$ cat src/rtl/dcmf_pkg.sv
`timescale 1ns / 1ps

package dcmf_pkg;

   // Line store geometry: four rows of up to 1024 channel minima.
   localparam int MaxWidth  = 1024;
   localparam int ColBits   = 10;
   localparam int LineBits  = 2;
   localparam int AddrBits  = LineBits + ColBits;
   localparam int DimBits   = 11;
   localparam int RowBits   = 11;
   localparam int LeadBits  = 11;
   localparam int PixBits   = 8;

   localparam logic [PixBits-1:0] Border      = 8'hFF;
   localparam logic [DimBits-1:0] WidthReset  = 11'd640;
   localparam logic [DimBits-1:0] HeightReset = 11'd480;

   typedef enum logic [0:0] {
      CSR_IMAGE_WIDTH  = 1'b0,
      CSR_IMAGE_HEIGHT = 1'b1
   } csr_index_type;

   // Per-transaction control that travels from the position logic to the window stage.
   typedef struct packed {
      logic               produce;
      logic               last;
      logic [PixBits-1:0] bottom;
      logic               top_ok;
      logic               mid_ok;
      logic               bot_ok;
      logic               left_ok;
      logic               center_ok;
      logic               right_ok;
   } win_ctl_type;

   function automatic logic [PixBits-1:0] min2(input logic [PixBits-1:0] a,
                                               input logic [PixBits-1:0] b);
      return (a < b) ? a : b;
   endfunction

   function automatic logic [PixBits-1:0] min3(input logic [PixBits-1:0] a,
                                               input logic [PixBits-1:0] b,
                                               input logic [PixBits-1:0] c);
      return min2(min2(a, b), c);
   endfunction

   function automatic logic [PixBits-1:0] keep(input logic [PixBits-1:0] v,
                                               input logic ok);
      return ok ? v : Border;
   endfunction

endpackage

$ cat src/rtl/dcmf_pos_ctrl.sv
`timescale 1ns / 1ps

module dcmf_pos_ctrl (
   input  logic                             clock,
   input  logic                             reset,
   input  logic                             csr_valid,
   input  logic [0:0]                       csr_index,
   input  logic [dcmf_pkg::DimBits-1:0]     csr_data,
   output logic                             csr_ready,
   input  logic                             accept,
   input  logic [dcmf_pkg::PixBits-1:0]     blue,
   input  logic [dcmf_pkg::PixBits-1:0]     green,
   input  logic [dcmf_pkg::PixBits-1:0]     red,
   input  logic                             flush,
   output logic                             wr_en,
   output logic [dcmf_pkg::AddrBits-1:0]    wr_addr,
   output logic [dcmf_pkg::PixBits-1:0]     wr_data,
   output logic                             rd_en,
   output logic [dcmf_pkg::AddrBits-1:0]    rd_addr0,
   output logic [dcmf_pkg::AddrBits-1:0]    rd_addr1,
   output dcmf_pkg::win_ctl_type            ctl
);
   import dcmf_pkg::*;

   logic [DimBits-1:0]  width_ff, width_in;
   logic [DimBits-1:0]  height_ff, height_in;
   logic [ColBits-1:0]  in_col_ff, in_col_in;
   logic [RowBits-1:0]  in_row_ff, in_row_in;
   logic [ColBits-1:0]  out_col_ff, out_col_in;
   logic [RowBits-1:0]  out_row_ff, out_row_in;
   logic [LeadBits-1:0] lead_ff, lead_in;

   logic [DimBits-1:0]  w_eff;
   logic [DimBits-1:0]  h_eff;
   logic [LeadBits-1:0] lead_eff;
   logic [DimBits-1:0]  in_col_inc;
   logic [DimBits-1:0]  out_col_inc;
   logic [RowBits:0]    out_row_inc;
   logic                in_frame;
   logic                produce;
   logic                last;
   logic [PixBits-1:0]  pix_min;
   logic [LineBits-1:0] line;

   assign csr_ready = 1'b1;

   always_comb begin
      width_in  = width_ff;
      height_in = height_ff;
      if (csr_valid) begin
         unique case (csr_index_type'(csr_index))
            CSR_IMAGE_WIDTH:  width_in  = csr_data;
            CSR_IMAGE_HEIGHT: height_in = csr_data;
         endcase
      end
   end

   always_comb begin
      if (width_ff == '0) begin
         w_eff = DimBits'(1);
      end else if (width_ff > DimBits'(MaxWidth)) begin
         w_eff = DimBits'(MaxWidth);
      end else begin
         w_eff = width_ff;
      end
      h_eff = (height_ff == '0) ? DimBits'(1) : height_ff;
   end

   // One row plus one pixel of input goes in before the first result.
   assign lead_eff    = LeadBits'(w_eff) + LeadBits'(1);
   assign produce     = lead_ff >= lead_eff;
   assign in_frame    = (in_row_ff < RowBits'(h_eff)) && ({1'b0, in_col_ff} < w_eff);
   assign in_col_inc  = {1'b0, in_col_ff} + DimBits'(1);
   assign out_col_inc = {1'b0, out_col_ff} + DimBits'(1);
   assign out_row_inc = {1'b0, out_row_ff} + (RowBits + 1)'(1);
   assign last        = (out_row_inc >= {1'b0, h_eff}) && (out_col_inc >= w_eff);
   assign pix_min     = min3(blue, green, red);
   assign line        = in_row_ff[LineBits-1:0];

   // The column entering the window sits at the input position: the two rows
   // above come from the store, the current row from this transaction.
   assign wr_en    = accept && in_frame;
   assign wr_addr  = {line, in_col_ff};
   assign wr_data  = flush ? Border : pix_min;
   assign rd_en    = accept;
   assign rd_addr0 = {line - LineBits'(2), in_col_ff};
   assign rd_addr1 = {line - LineBits'(1), in_col_ff};

   always_comb begin
      ctl.produce   = produce;
      ctl.last      = last;
      ctl.bottom    = in_frame ? wr_data : Border;
      ctl.top_ok    = (out_row_ff != '0) && (out_row_ff <= RowBits'(h_eff));
      ctl.mid_ok    = out_row_ff < RowBits'(h_eff);
      ctl.bot_ok    = out_row_inc < {1'b0, h_eff};
      ctl.left_ok   = (out_col_ff != '0) && ({1'b0, out_col_ff} <= w_eff);
      ctl.center_ok = {1'b0, out_col_ff} < w_eff;
      ctl.right_ok  = out_col_inc < w_eff;
   end

   always_comb begin
      in_col_in  = in_col_ff;
      in_row_in  = in_row_ff;
      out_col_in = out_col_ff;
      out_row_in = out_row_ff;
      lead_in    = lead_ff;
      if (accept) begin
         if (in_col_inc >= w_eff) begin
            in_col_in = '0;
            in_row_in = (in_row_ff == '1) ? in_row_ff : in_row_ff + RowBits'(1);
         end else begin
            in_col_in = in_col_inc[ColBits-1:0];
         end
         if (!produce) begin
            lead_in = lead_ff + LeadBits'(1);
         end else if (last) begin
            in_col_in  = '0;
            in_row_in  = '0;
            out_col_in = '0;
            out_row_in = '0;
            lead_in    = '0;
         end else if (out_col_inc >= w_eff) begin
            out_col_in = '0;
            out_row_in = out_row_inc[RowBits-1:0];
         end else begin
            out_col_in = out_col_inc[ColBits-1:0];
         end
      end
   end

   always_ff @(posedge clock) begin
      if (reset) begin
         width_ff   <= WidthReset;
         height_ff  <= HeightReset;
         in_col_ff  <= '0;
         in_row_ff  <= '0;
         out_col_ff <= '0;
         out_row_ff <= '0;
         lead_ff    <= '0;
      end else begin
         width_ff   <= width_in;
         height_ff  <= height_in;
         in_col_ff  <= in_col_in;
         in_row_ff  <= in_row_in;
         out_col_ff <= out_col_in;
         out_row_ff <= out_row_in;
         lead_ff    <= lead_in;
      end
   end

endmodule

$ cat config.mk
export PLATFORM = sky130hd
export DESIGN_NAME = dcmf_pos_ctrl
export DESIGN_NICKNAME = d
export VERILOG_FILES = /design/src/rtl/dcmf_pkg.sv /design/src/rtl/dcmf_pos_ctrl.sv
export SDC_FILE = /design/constraint.sdc
export NUM_CORES = 1
export LEC_CHECK = 0
export ABC_AREA = 1
export BUFFER_PORTS_ARGS = -buffer_cell sky130_fd_sc_hd__buf_2
export CAP_MARGIN = 5
export CORE_ASPECT_RATIO = 1.2
export CORE_UTILIZATION = 39
export DETAILED_ROUTE_END_ITERATION = 16
export PLACE_DENSITY = 0.68
export REMOVE_ABC_BUFFERS = 1
export SLEW_MARGIN = 15
export SYNTH_ARGS = -nofsm -noshare
export SYNTH_HDL_FRONTEND = slang
export SYNTH_SLANG_ARGS = --single-unit
$ cat constraint.sdc
create_clock -name clock -period 7.9 [get_ports clock]
set_input_delay 0.79 -clock clock [delete_from_list [all_inputs] [get_ports clock]]
set_output_delay 0.79 -clock clock [all_outputs]
set_load 0.1 [all_outputs]
* Yosys cells after proc, flatten, opt, wreduce, memory -nomap -nowiden
Index checks and enable logic that the tools add are counted.
Storage, ports and cells: flip-flop bits (word level) 75, input bits 41, word-level logic and storage cells 68, memories 0, output and inout bits 63, ROM bits 0, bits in latches 0, memory bits (writable) 0
Cells by class: shift-type cells 0, equal/unequal tests 2, muxes and demuxes 20, bitwise gates (word level) 1, div/mod/pow operators 0, multiply operators 0, add/subtract/negate cells 8, reduce and logical (&&, ||, !) cells 15, order comparisons 15
Operators with widths (number):
- 11-bit two-way mux | 11
- 10-bit two-way mux | 5
- 11-bit by 1-bit adder with 11-bit output, second input constant | 3
- 11-bit greater-or-equal comparator | 3
- 11-bit less-than comparator | 3
- 8-bit two-way mux | 4
- 10-bit by 1-bit adder with 11-bit output, second input constant | 2
- 11-bit zero test | 2
- 10-bit by 11-bit less-than comparator with 1-bit output | 2
- 8-bit less-than comparator | 2
- 11-bit by 1-bit adder with 12-bit output, second input constant | 1
- 12-bit by 11-bit greater-or-equal comparator with 1-bit output | 1
- 12-bit by 11-bit less-than comparator with 1-bit output | 1
- 11-bit == test, second input constant | 1
- 11-bit greater-than comparator, second input constant | 1
- 10-bit by 11-bit <= comparator with 1-bit output | 1
- 11-bit <= comparator | 1
- 11-bit nonzero test | 1
- 10-bit nonzero test | 1
- 2-bit AND reduction | 4
- 1-bit logical AND | 5
- 3-bit AND reduction | 1
- 2-bit by 1-bit != test with 1-bit output, second input constant | 1
- 2-bit nonzero test | 1
- other kinds (3) | 3

* Longest topological paths before layout
depth in word-level cells 7, gate-level depth with buffers 25, gate-level depth less buffers 24

* Worst setup path after synthesis
OpenSTA, ideal clock, no wires.
kind input to output, from input port green[7] (netlist name), to output port ctl[10] (netlist name), slack 2963 ps, data required time 7110 ps, stages on the path 14, buffers on the path 1, arrival 4147 ps, cells stage by stage inv_1 -> ha_1 -> a21oi_1 -> o21a_1 -> nand2_1 -> buf_2 -> a21oi_1 -> ha_1 -> a21oi_1 -> nor2_1 -> a211oi_1 -> nand2_1 -> nand2_1 -> nand4_1
RTL lines:
- from (decl) | line dcmf_pos_ctrl.sv:12 | input logic [dcmf_pkg::PixBits-1:0] green,
- to (decl) | line dcmf_pos_ctrl.sv:21 | output dcmf_pkg::win_ctl_type ctl

==> results.md <==
- GRT overflow: 0
- CP Launch Type: primary input
- Seq. cell area: 1501 µm²
- Hold path start: in_row_ff[3]
- Layout area overhead: 11.36%
- Mapped Cells: approximately 1000
- Worst slew margin: 34.84%
- Largest cells by area after synthesis: dfxtp_1, ha_1, nand2_1, a21oi_1, inv_1
- Worst EP required: 7110 ps
- Max-cap violations: 0
- Post-route DRC: 0
- H-tree depth: 3
- Tmin final: 5035 ps
- Synth top area share: 21.46%
- Final ANT Viol Nets: 0
- GRT met2 Usage: 36.74%
- Worst slew pin tran: 976.3 ps
- # rows: between 50 and 60
- Flop2flop setup slack: 3140 ps
- Period utilization: 63.74%
- Layer with the highest usage: met2
- Min-Delay Path Class: reg2reg
- Worst-path clk slew: 60 ps
- Initial drt markers: 254
- CTS resizes: 0
- Total number of vias: 6778
- CTS tree: done
- CP Max Fanout: 15
- Final instance area: between 7000 and 8000 µm²
- F_max: 198.6 MHz
- # IOs: 104
- Post-synth EDFFs: 0
- FFs w/ async S/R, synth: 0%
- DRT Pass-1 Iters: 4
- Yosys warnings: 0
- Critical path origin: green[7]
- Vias per cell: 5.214
- First-pass GRT wire length: 29710 µm
- FF-to-FF End: out_row_ff[2]
- Hold WS: 491.6 ps
- Hpwl dp: 14580 µm
- Area occupied by multi-input gates: 4681 µm²
- RSZ-0062 raised after global routing: no
- Total power: 0.001206 W
- Met1 Use GR: 22.92%
- GRT Overall Usage: 19.57%
- Post-synthesis sequential area ratio: between 20% and 30%
- Gpl congestion: 0.8816
- WS Path Type: in2out
- CTS Buf Count: 9
- Worst r2r path cells: 22
- Largest net degree at the start of global routing: 40
- Placement Setup Slack: 2859 ps
- Clock Skew: 12.54 ps
- Post-CTS setup buffer count: 0
- Final WS setup: ~2900 ps
- PwrDens: 154.8 nW/µm²
- Vias in the first global route: 6375
- Crit Reg-Reg Startpoint: width_ff[5]
- Setup TNS: 0 ps
- Predominant post-synthesis flop cell: dfxtp_1
- Synthesized flop and latch total: 75
- Synth area leader: dfxtp_1
- Final Max Tran Viols: 0
- Hold buffers post-CTS: 0
- # fillers: 1820
- Synth top cells by count: nand2_1, inv_1, ha_1
- Die W: 124.3 µm
- Mean routed wirelength per cell: 14.00 µm
- Placed cell area: roughly 7500 µm²
- Total wire length: between 15000 and 20000 µm
- CTS sink cnt: 75
- Status: complete, no violations
- Root Driver: clkbuf_16
- N_diodes: 0
- Count of final hold-check violations: 0
- Met3 Use GR: between 2 and 2.5%
- Core area: 17510 µm²
- Most common cell in the netlist: nand2_1
- Initial antenna violation count: 0
- Ratio of cells with drive above 1 in the final layout: 14.17%
- Cell Area, Synth: 6997 µm²
- PortBufs: 102
- Leak: 3.793 nW
- CP arrival: roughly 4300 ps
- Syn avg cell area: around 6.9 µm²
- Final net count: 1223
- Die area: roughly 18000 µm²
- Starting Density: 39.97%
- Final Setup Violations: 0
- Die Ht: approximately 150 µm
- Clk buf depth: 2
- Max rail drop VDD: about 0.00009 V
- CP endpoint kind: primary output
- Worst Hold Depth: 2
- Worst skew pair latency: 340 ps
- Netlist cell types: 50
- Worst Hold Endpoint: in_row_ff[3]
area by class of cell:
class	instances	share of cell area [%]
Clock inverter	6	1.237
Sequential cell	75	19.27
Clock buffer	10	2.939
Multi-Input combinational cell	756	60.08
Tap cell	220	3.533
Timing Repair Buffer	103	6.648
Inverter	130	6.295
sequential cells by signal, indices dropped and copies added (netlist names):
name,count
height_ff,11
in_row_ff,11
lead_ff,11
out_row_ff,11
width_ff,11
in_col_ff,10
out_col_ff,10
power by group:
| part | internal, W | switching, W |
|---|---|---|
| combinational | 0.0000798 | 0.000275 |
| sequential | 0.000388 | 0.00000928 |
| clock | 0.000281 | 0.000173 |
| total | 0.000749 | 0.000457 |
placed cells by master (no fill, tap or decap), drive strengths merged:
cell	instances
nand2	190
inv	130
ha	107
a21oi	106
buf	103
nand3	82
nor2	82
dfxtp	75
o21ai	46
nand4	41
xor2	31
nor3	25
nor4	10
clkbuf	10
xnor2	7
o211ai	6
a211oi	3
o21a	3
clkinv	3
or2	3
or3	2
o31ai	2
bufinv	2
nand3b	1
a31oi	1
o311ai	1
and2	1
o2111ai	1
a31o	1
a221oi	1
a21boi	1
nor3b	1
conb	1
clkinvlp	1
worst max-delay path: stages:
cell	delay (ps)
buf_2	80
inv_1	40
ha_1	280
nand2_1	70
o21a_1	200
nand2_1	330
nor2_1	70
a21oi_1	210
ha_1	280
a21oi_1	160
nor2_1	50
a211oi_1	710
nand2_1	380
nand2_1	160
nand4_1	100
buf_2	330
worst max path at each step:
stage	to	slack, ps
after global placement	ctl[7]	2940
after floorplan	wr_en	1790
after global routing	ctl[13]	2380
after CTS	ctl[9]	2840
final	ctl[9]	2860
after detailed placement	ctl[9]	2860
metrics by stage:
stage,util [%],cells
2_1_floorplan,-,961
3_3_place_gp,42.65,1284
3_5_place_dp,42.65,1284
4_1_cts,44.50,1300
5_1_grt,44.50,1300
6_report,44.50,1300
cell families after synthesis:
logic type	after synthesis	share of synthesized area (%)
simple gates	438	29.72
buf+inv	181	11.64
compound gates	172	13.13
fa+ha+maj	107	19.13
flops	75	21.46
xor+xnor	38	4.864
other cells	1	0.05360
metal layers:
layer	vias up	wire [µm]
li1	3516	-
met1	3108	7883
met2	128	9332
met3	26	639
met4	0	343
met5	-	0
(Power assumes the default switching activity.)
