<file path="src/rtl/dcmf_pkg.sv">
`timescale 1ns / 1ps

package dcmf_pkg;

   // Line store geometry: four rows of up to 1024 channel minima.
   localparam int MaxWidth  = 1024;
   localparam int ColBits   = 10;
   localparam int LineBits  = 2;
   localparam int AddrBits  = LineBits + ColBits;
   localparam int DimBits   = 11;
   localparam int RowBits   = 11;
   localparam int LeadBits  = 11;
   localparam int PixBits   = 8;

   localparam logic [PixBits-1:0] Border      = 8'hFF;
   localparam logic [DimBits-1:0] WidthReset  = 11'd640;
   localparam logic [DimBits-1:0] HeightReset = 11'd480;

   typedef enum logic [0:0] {
      CSR_IMAGE_WIDTH  = 1'b0,
      CSR_IMAGE_HEIGHT = 1'b1
   } csr_index_type;

   // Per-transaction control that travels from the position logic to the window stage.
   typedef struct packed {
      logic               produce;
      logic               last;
      logic [PixBits-1:0] bottom;
      logic               top_ok;
      logic               mid_ok;
      logic               bot_ok;
      logic               left_ok;
      logic               center_ok;
      logic               right_ok;
   } win_ctl_type;

   function automatic logic [PixBits-1:0] min2(input logic [PixBits-1:0] a,
                                               input logic [PixBits-1:0] b);
      return (a < b) ? a : b;
   endfunction

   function automatic logic [PixBits-1:0] min3(input logic [PixBits-1:0] a,
                                               input logic [PixBits-1:0] b,
                                               input logic [PixBits-1:0] c);
      return min2(min2(a, b), c);
   endfunction

   function automatic logic [PixBits-1:0] keep(input logic [PixBits-1:0] v,
                                               input logic ok);
      return ok ? v : Border;
   endfunction

endpackage

</file>
<file path="src/rtl/dcmf_window.sv">
`timescale 1ns / 1ps

module dcmf_window (
   input  logic                             clock,
   input  logic                             reset,
   input  logic                             accept,
   input  dcmf_pkg::win_ctl_type            ctl,
   input  logic [dcmf_pkg::PixBits-1:0]     rd_data0,
   input  logic [dcmf_pkg::PixBits-1:0]     rd_data1,
   output logic                             take_ok,
   output logic                             rsp_valid,
   input  logic                             rsp_ready,
   output logic [dcmf_pkg::PixBits-1:0]     rsp_dark,
   output logic                             rsp_last
);
   import dcmf_pkg::*;

   localparam int Rows = 3;

   win_ctl_type        ctl_ff;
   logic               s1_valid_ff, s1_valid_in;
   logic [PixBits-1:0] left_ff [Rows];
   logic [PixBits-1:0] mid_ff  [Rows];
   logic [PixBits-1:0] col_in  [Rows];
   logic               rsp_valid_ff, rsp_valid_in;
   logic [PixBits-1:0] rsp_dark_ff;
   logic               rsp_last_ff;
   logic               rsp_free;
   logic               s1_go;
   logic [PixBits-1:0] min_left;
   logic [PixBits-1:0] min_mid;
   logic [PixBits-1:0] min_right;
   logic [PixBits-1:0] dark;

   assign rsp_free = !rsp_valid_ff || rsp_ready;
   assign s1_go    = s1_valid_ff && (!ctl_ff.produce || rsp_free);
   assign take_ok  = !s1_valid_ff || s1_go;

   assign col_in[0] = rd_data0;
   assign col_in[1] = rd_data1;
   assign col_in[2] = ctl_ff.bottom;

   // Masks are applied at use so that positions outside the image read as border.
   assign min_left  = min3(keep(left_ff[0], ctl_ff.top_ok && ctl_ff.left_ok),
                           keep(left_ff[1], ctl_ff.mid_ok && ctl_ff.left_ok),
                           keep(left_ff[2], ctl_ff.bot_ok && ctl_ff.left_ok));
   assign min_mid   = min3(keep(mid_ff[0], ctl_ff.top_ok && ctl_ff.center_ok),
                           keep(mid_ff[1], ctl_ff.mid_ok && ctl_ff.center_ok),
                           keep(mid_ff[2], ctl_ff.bot_ok && ctl_ff.center_ok));
   assign min_right = min3(keep(col_in[0], ctl_ff.top_ok && ctl_ff.right_ok),
                           keep(col_in[1], ctl_ff.mid_ok && ctl_ff.right_ok),
                           keep(col_in[2], ctl_ff.bot_ok && ctl_ff.right_ok));
   assign dark      = min3(min_left, min_mid, min_right);

   always_comb begin
      s1_valid_in = s1_valid_ff;
      if (accept) begin
         s1_valid_in = 1'b1;
      end else if (s1_go) begin
         s1_valid_in = 1'b0;
      end
      rsp_valid_in = rsp_valid_ff;
      if (s1_go && ctl_ff.produce) begin
         rsp_valid_in = 1'b1;
      end else if (rsp_ready) begin
         rsp_valid_in = 1'b0;
      end
   end

   always_ff @(posedge clock) begin
      if (reset) begin
         s1_valid_ff  <= 1'b0;
         rsp_valid_ff <= 1'b0;
         for (int i = 0; i < Rows; i++) begin
            left_ff[i] <= Border;
            mid_ff[i]  <= Border;
         end
      end else begin
         s1_valid_ff  <= s1_valid_in;
         rsp_valid_ff <= rsp_valid_in;
         if (s1_go) begin
            for (int i = 0; i < Rows; i++) begin
               left_ff[i] <= mid_ff[i];
               mid_ff[i]  <= col_in[i];
            end
         end
      end
   end

   always_ff @(posedge clock) begin
      if (accept) begin
         ctl_ff <= ctl;
      end
      if (s1_go && ctl_ff.produce) begin
         rsp_dark_ff <= dark;
         rsp_last_ff <= ctl_ff.last;
      end
   end

   assign rsp_valid = rsp_valid_ff;
   assign rsp_dark  = rsp_dark_ff;
   assign rsp_last  = rsp_last_ff;

endmodule

</file>
<file path="config.mk">
export PLATFORM = sky130hd
export DESIGN_NAME = dcmf_window
export DESIGN_NICKNAME = d
export VERILOG_FILES = /design/src/rtl/dcmf_pkg.sv /design/src/rtl/dcmf_window.sv
export SDC_FILE = /design/constraint.sdc
export NUM_CORES = 1
export LEC_CHECK = 0
export BUFFER_PORTS_ARGS = -buffer_cell sky130_fd_sc_hd__buf_2
export CAP_MARGIN = 30
export CORE_UTILIZATION = 25
export CTS_BUF_LIST = sky130_fd_sc_hd__clkbuf_4 sky130_fd_sc_hd__clkbuf_8
export DETAILED_ROUTE_END_ITERATION = 10
export PLACE_DENSITY = 0.46
export SLEW_MARGIN = 10
export SYNTH_ARGS = -nofsm -noshare
export SYNTH_HDL_FRONTEND = slang
export SYNTH_SLANG_ARGS = --single-unit
</file>
<file path="constraint.sdc">
create_clock -name clock -period 8.85 [get_ports clock]
set_input_delay 1.77 -clock clock [delete_from_list [all_inputs] [get_ports clock]]
set_output_delay 1.77 -clock clock [all_outputs]
set_load 0.01 [all_outputs]
</file>
# Word level (Yosys, flattened, before mapping)
# Memories as Yosys holds them, arrays and structs flattened.
# Index checks and enable logic that the tools add are counted.
# Widths: inputs -> output; s select.
[classes] n_addsub=0 mul=0 div_mod_pow=0 n_lt_le_gt_ge=8 eq_ne=0 shift=0 mux=32 bitwise_logic=6 n_reduce_logical=19
[ops] operator="$mux 8" n=23
[ops] operator="$lt 8x8->1" n=8
[ops] operator="$logic_and 1x1->1" n=11
[ops] operator="$mux 1" n=9
[ops] operator="$or 1x1->1" n=6
[ops] operator="$reduce_bool 2->1" n=2
[ops] operator="$logic_not 1->1" n=3
[ops] operator="$logic_or 1x1->1" n=3
[totals] register_bits=27 latchBits=0 ramBits=48 rom_bits=0 wordCells=80 mem_count=2
[mem_list] name="left_ff" words=3 width=8 rd=3 rd_clocked_by_memory_dff=0 wr=3 line_no="dcmf_window.sv:22" text="logic [PixBits-1:0] left_ff [Rows];"
[mem_list] name="mid_ff" words=3 width=8 rd=3 rd_clocked_by_memory_dff=0 wr=3 line_no="dcmf_window.sv:23" text="logic [PixBits-1:0] mid_ff [Rows];"

# Logic depth before layout (Yosys ltp)
[logic_depth] ltp_word=10 depth_mapped=35 mapped_depth_nobuf=33

# Worst setup path before layout
# No wires, ideal clock.
[synth_path] path_kind="register -> register" startpoint="reg ctl_ff[4] in the netlist's numbering" endpoint="reg rsp_dark_ff[0] (netlist: rsp_dark[0]) (data pin)" setup_time_ns=0.260 arrival_time_ns=7.287 t_required_ns=8.590 path_slack_ns=1.303 stages_incl_launch_ff=35 synth_period_minus_slack_ns=7.547 cell_sequence="edfxtp_1 -> buf_6 -> nand2_1 -> clkbuf_1 -> nor2_1 -> ha_1 -> a211oi_1 -> o21ai_0 -> a221oi_4 -> clkbuf_1 -> a21oi_1 -> ha_1 -> a21o_1 -> a21oi_1 -> o21ai_0 -> nor2_1 -> a21oi_1 -> mux2i_1 -> ha_1 -> a21o_1 -> a21oi_1 -> o22ai_1 -> nor2_1 -> o21ai_1 -> o22ai_2 -> a21oi_4 -> mux2i_1 -> inv_1 -> ha_1 -> a21o_1 -> a21o_1 -> a21oi_1 -> o2111ai_1 -> o21ai_4 -> mux2_4"
[synth_between] elab_chain_cells=10
[synth_rtl] element="start, declared" line_no="dcmf_window.sv:20" text="win_ctl_type ctl_ff;"
[synth_rtl] element="start signal, assigned" line_no="dcmf_window.sv:92" text="ctl_ff <= ctl;"
[synth_rtl] element="$logic_and 1x1->1, on equally long branches" line_no="dcmf_window.sv:45, dcmf_window.sv:48"
[synth_rtl] element="$mux 8" line_no="dcmf_pkg.sv:50" text="return ok ? v : Border;"
[synth_rtl] element="$lt 8x8->1" line_no="dcmf_pkg.sv:39" text="return (a < b) ? a : b;"
[synth_rtl] element="$mux 8" line_no="dcmf_pkg.sv:39"
[synth_rtl] element="$lt 8x8->1" line_no="dcmf_pkg.sv:39"
[synth_rtl] element="$mux 8" line_no="dcmf_pkg.sv:39"
[synth_rtl] element="$lt 8x8->1" line_no="dcmf_pkg.sv:39"
[synth_rtl] element="$mux 8" line_no="dcmf_pkg.sv:39"
[synth_rtl] element="$lt 8x8->1" line_no="dcmf_pkg.sv:39"
[synth_rtl] element="$mux 8 (*)" line_no="dcmf_pkg.sv:39"
[synth_rtl] element="via dark[0]" line_no="dcmf_window.sv:33" text="logic [PixBits-1:0] dark;"
[synth_rtl] element="end signal, assigned" line_no="dcmf_window.sv:95" text="rsp_dark_ff <= dark;"
[synth_rtl] element="end, declared" line_no="dcmf_window.sv:26" text="logic [PixBits-1:0] rsp_dark_ff;"
# The timed path passes the listed nets; every way through them passes the cells marked *.
# A chain may end at the register's enable or synchronous reset.

# Worst setup path after layout
[layout_path] startpoint="reg ctl_ff[2] in the netlist's numbering" endpoint="reg rsp_dark_ff[0] (netlist: rsp_dark[0]) (data pin)"
[layout_between] elab_chain_cells=10
[layout_rtl] element="$logic_and 1x1->1, on equally long branches" line_no="dcmf_window.sv:44, dcmf_window.sv:45"
[layout_rtl] element="$mux 8" line_no="dcmf_pkg.sv:50"
[layout_rtl] element="$lt 8x8->1" line_no="dcmf_pkg.sv:39"
[layout_rtl] element="$mux 8" line_no="dcmf_pkg.sv:39"
[layout_rtl] element="$lt 8x8->1" line_no="dcmf_pkg.sv:39"
[layout_rtl] element="$mux 8 (*)" line_no="dcmf_pkg.sv:39"
[layout_rtl] element="$lt 8x8->1" line_no="dcmf_pkg.sv:39"
[layout_rtl] element="$mux 8 (*)" line_no="dcmf_pkg.sv:39"
[layout_rtl] element="$lt 8x8->1" line_no="dcmf_pkg.sv:39"
[layout_rtl] element="$mux 8 (*)" line_no="dcmf_pkg.sv:39"
[layout_rtl] element="via dark[0]" line_no="dcmf_window.sv:33"
# Marks and branches as above.

==> impl_metrics.json <==
{
  "status": "complete, no violations",
  "async_flop_share_pct": 0,
  "seqCellArea_sq_um": 2230,
  "drtIter0Drc": 184,
  "yosysMostFrequentCell": "edfxtp_1",
  "fillers": 2120,
  "path_buf_inv": 3,
  "cpMaxStageDelayCell": "edfxtp_1",
  "relSlewSlack_pct": 39.4,
  "routed_wl_um": 13100,
  "die_area_sq_um": 21600,
  "cp-start-kind": "register",
  "finalCritPeriodShare_pct": 91.8,
  "synth_cell_type_count": 51,
  "cts_max_level": 3,
  "crit_type": "reg -> reg",
  "avgSynthCellArea_sq_um": 10.1,
  "antenna_found_initial": 0,
  "tightestPinTransition_ns": 0.905,
  "root_buffer": "clkbuf_8",
  "fin_nets": 654,
  "design.core.area_sq_um": 20400,
  "post_drt_wl_per_cell_um": 15.6,
  "multi_input_area_sq_um": 2790,
  "track_usage_pct": 12.7,
  "dr.pass1.iters": 4,
  "skew_ns": 0.00745,
  "synthCells": 518,
  "grt_max_degree": 52,
  "crit_family": "compound AO/OA/AOI/OAI gates",
  "initial_core_util_pct": 25.7,
  "fmax_mhz": 123,
  "yosys.area.top_type_share_pct": 41.8,
  "grt_setup_unrepaired": "false",
  "utilization_pct": 29.3,
  "cts_made_buffers": 9,
  "power.static_leakage_uw": 0.00236,
  "hold_class": "reg -> reg",
  "syn_nets": 606,
  "postRouteAntennaNets": 0,
  "grt_pass1_vias": 4039,
  "ys.flop_type": "edfxtp_1",
  "crit_fanout": 9,
  "grt_pass1_wl_um": 21100,
  "synth_area_leaders": "edfxtp_1 42%, ha_1 12%, mux2i_1 5.9%, or3_1 5.7%, nor2_1 4.7%",
  "ys_seq_elements": 75,
  "place_hpwl_um": 10600,
  "overflow": 0,
  "place_congestion": 0.863,
  "insertion_delay_ns": 0.36,
  "die_height_um": 147,
  "drc_errors": 0,
  "drt-vias-per-instance": 4.68,
  "final-max-slew-violation-count": 0,
  "finalSetupViolations": 0,
  "synth-edff-count": 73,
  "io_pins": 47,
  "placed_area_sq_um": 5780,
  "critPathMaxStageDelay_ns": 0.51,
  "area_growth_pct": 14.0,
  "row_count": 52,
  "antenna_cells": 0,
  "synth_area_leader_cell": "edfxtp_1",
  "cp_data_required_time_ns": 8.96,
  "yosys_warnings": 0,
  "clk_pin_slew_ns": 0.08,
  "stdcell_count": 841,
  "num_vias": 3938,
  "period_needed_ns": 8.13,
  "finalHoldViolations": 0,
  "power_density_nw_per_um2": 147,
  "portBuffers": 46,
  "ys_seq_area_share_pct": 42.6,
  "worstPathArrival_ns": 8.24,
  "post_route_cells_drive_above_1_share_pct": 19.4,
  "cts.path.max_buffers": 2,
  "synth_area_sq_um": 5240,
  "maxCapViolCount": 0,
  "cts_tree": "done",
  "dp.cells": 823,
  "cts.sinks": 75,
  "setup-tns-final_ns": 0,
  "ir_worst_vdd_uv": 85.1,
  "synth_commonest_cells": "73 x edfxtp_1, 65 x nor2_1, 52 x ha_1",
  "critPathCaptureType": "register",
  "die_x_um": 147,
  "final_cell_area_sq_um": 5970
}
## worst reg2reg max path, delay by kind of cell, from the launching register on
family,cells,cell delay [ns]
buf+inv,3,0.35
mux,3,0.93
compound gates,18,3.81
simple gates,6,1.13
fa+ha+maj,4,1.14
flops,1,0.51
## flip-flops by register name, summed over array words and instances, names as in the netlist
name,count
rsp_last,1
col_in,8
left_ff,24
s1_valid_ff,1
ctl_ff,8
mid_ff,24
rsp_valid,1
rsp_dark,8
## what timing repair did
action | 4_1_cts | 5_1_grt
resized for setup | 0 | 2
buffers inserted | 0 | 2
setup endpoints to repair | 0 | 8
hold buffers | 0 | 0
## metrics by stage
stage / worst slack (ns) / total power (uW) / hold WS [ns]
global route: 0.00436 / 923 / 0.456
floorplan: 1.30 / 584 / 0.400
finish: 0.724 / 875 / 0.443
detailed placement: 0.270 / 643 / 0.406
CTS: 0.234 / 882 / 0.438
global placement: 0.434 / 638 / 0.417
## power breakdown
| part | internal (uW) | switching (uW) |
|---|---|---|
| Clock | 103 | 136 |
| Sequential | 406 | 9.49 |
| Combinational | 92.4 | 128 |
## cell type report
class                   count  share of cell area, %
inverters                  43                   2.70
clock inverters             7                  0.880
clock buffers               9                   2.07
well taps                 270                   5.65
repair buffers             52                   4.61
flip-flops and latches     75                   37.4
multi-input cells         385                   46.7
## placed cells by master, fill, tap and decap left out, types with 3 or more instances in the layout
| cell | n |
|---|---|
| clkbuf_8 | 9 |
| or2_2 | 26 |
| or3_1 | 48 |
| nor2_1 | 65 |
| buf_4 | 6 |
| and4_1 | 4 |
| a21oi_1 | 35 |
| o21ai_0 | 7 |
| buf_2 | 46 |
| o21ai_1 | 3 |
| mux2_2 | 8 |
| nand3_1 | 5 |
| ha_1 | 52 |
| edfxtp_1 | 73 |
| inv_1 | 43 |
| a21o_1 | 14 |
| nand4_1 | 4 |
| mux2i_1 | 31 |
| clkinvlp_4 | 3 |
| a211oi_1 | 5 |
| nor3_1 | 6 |
| o21a_1 | 6 |
| nand2_1 | 19 |
| nor2b_1 | 8 |
| and3b_1 | 3 |
| nor4_1 | 3 |
## final timing paths
check | from | to | slack, ns | cells past startpoint
max | ctl_ff[2] | rsp_dark[0] | 0.72 | 34
min | ctl_ff[14] | rsp_last | 0.44 | 0
max reg2reg | ctl_ff[2] | rsp_dark[0] | 0.72 | 34
min reg2reg | ctl_ff[14] | rsp_last | 0.44 | 0
## logic make-up (layout without fill, tap and decap cells)
family	count (synthesis)	after routing	synth area share (%)
muxes	41	41	8.14
and+or+nand+nor	197	197	19.6
buffers and inverters	58	111	4.30
DFF	75	75	42.6
AOI/OAI and AO/OA	95	95	13.0
adders and majority gates	52	52	12.4
## metal layers
metal | up-vias | global-route usage (%) | share of wire [%]
li1 | 1988 | - | -
met3 | 16 | 1.93 | 2.7
met2 | 66 | 22.3 | 49
met1 | 1868 | 15.3 | 46
met4 | 0 | 5.36 | 2.9
met5 | - | 0 | 0
Power figures use the tool's default switching activity.
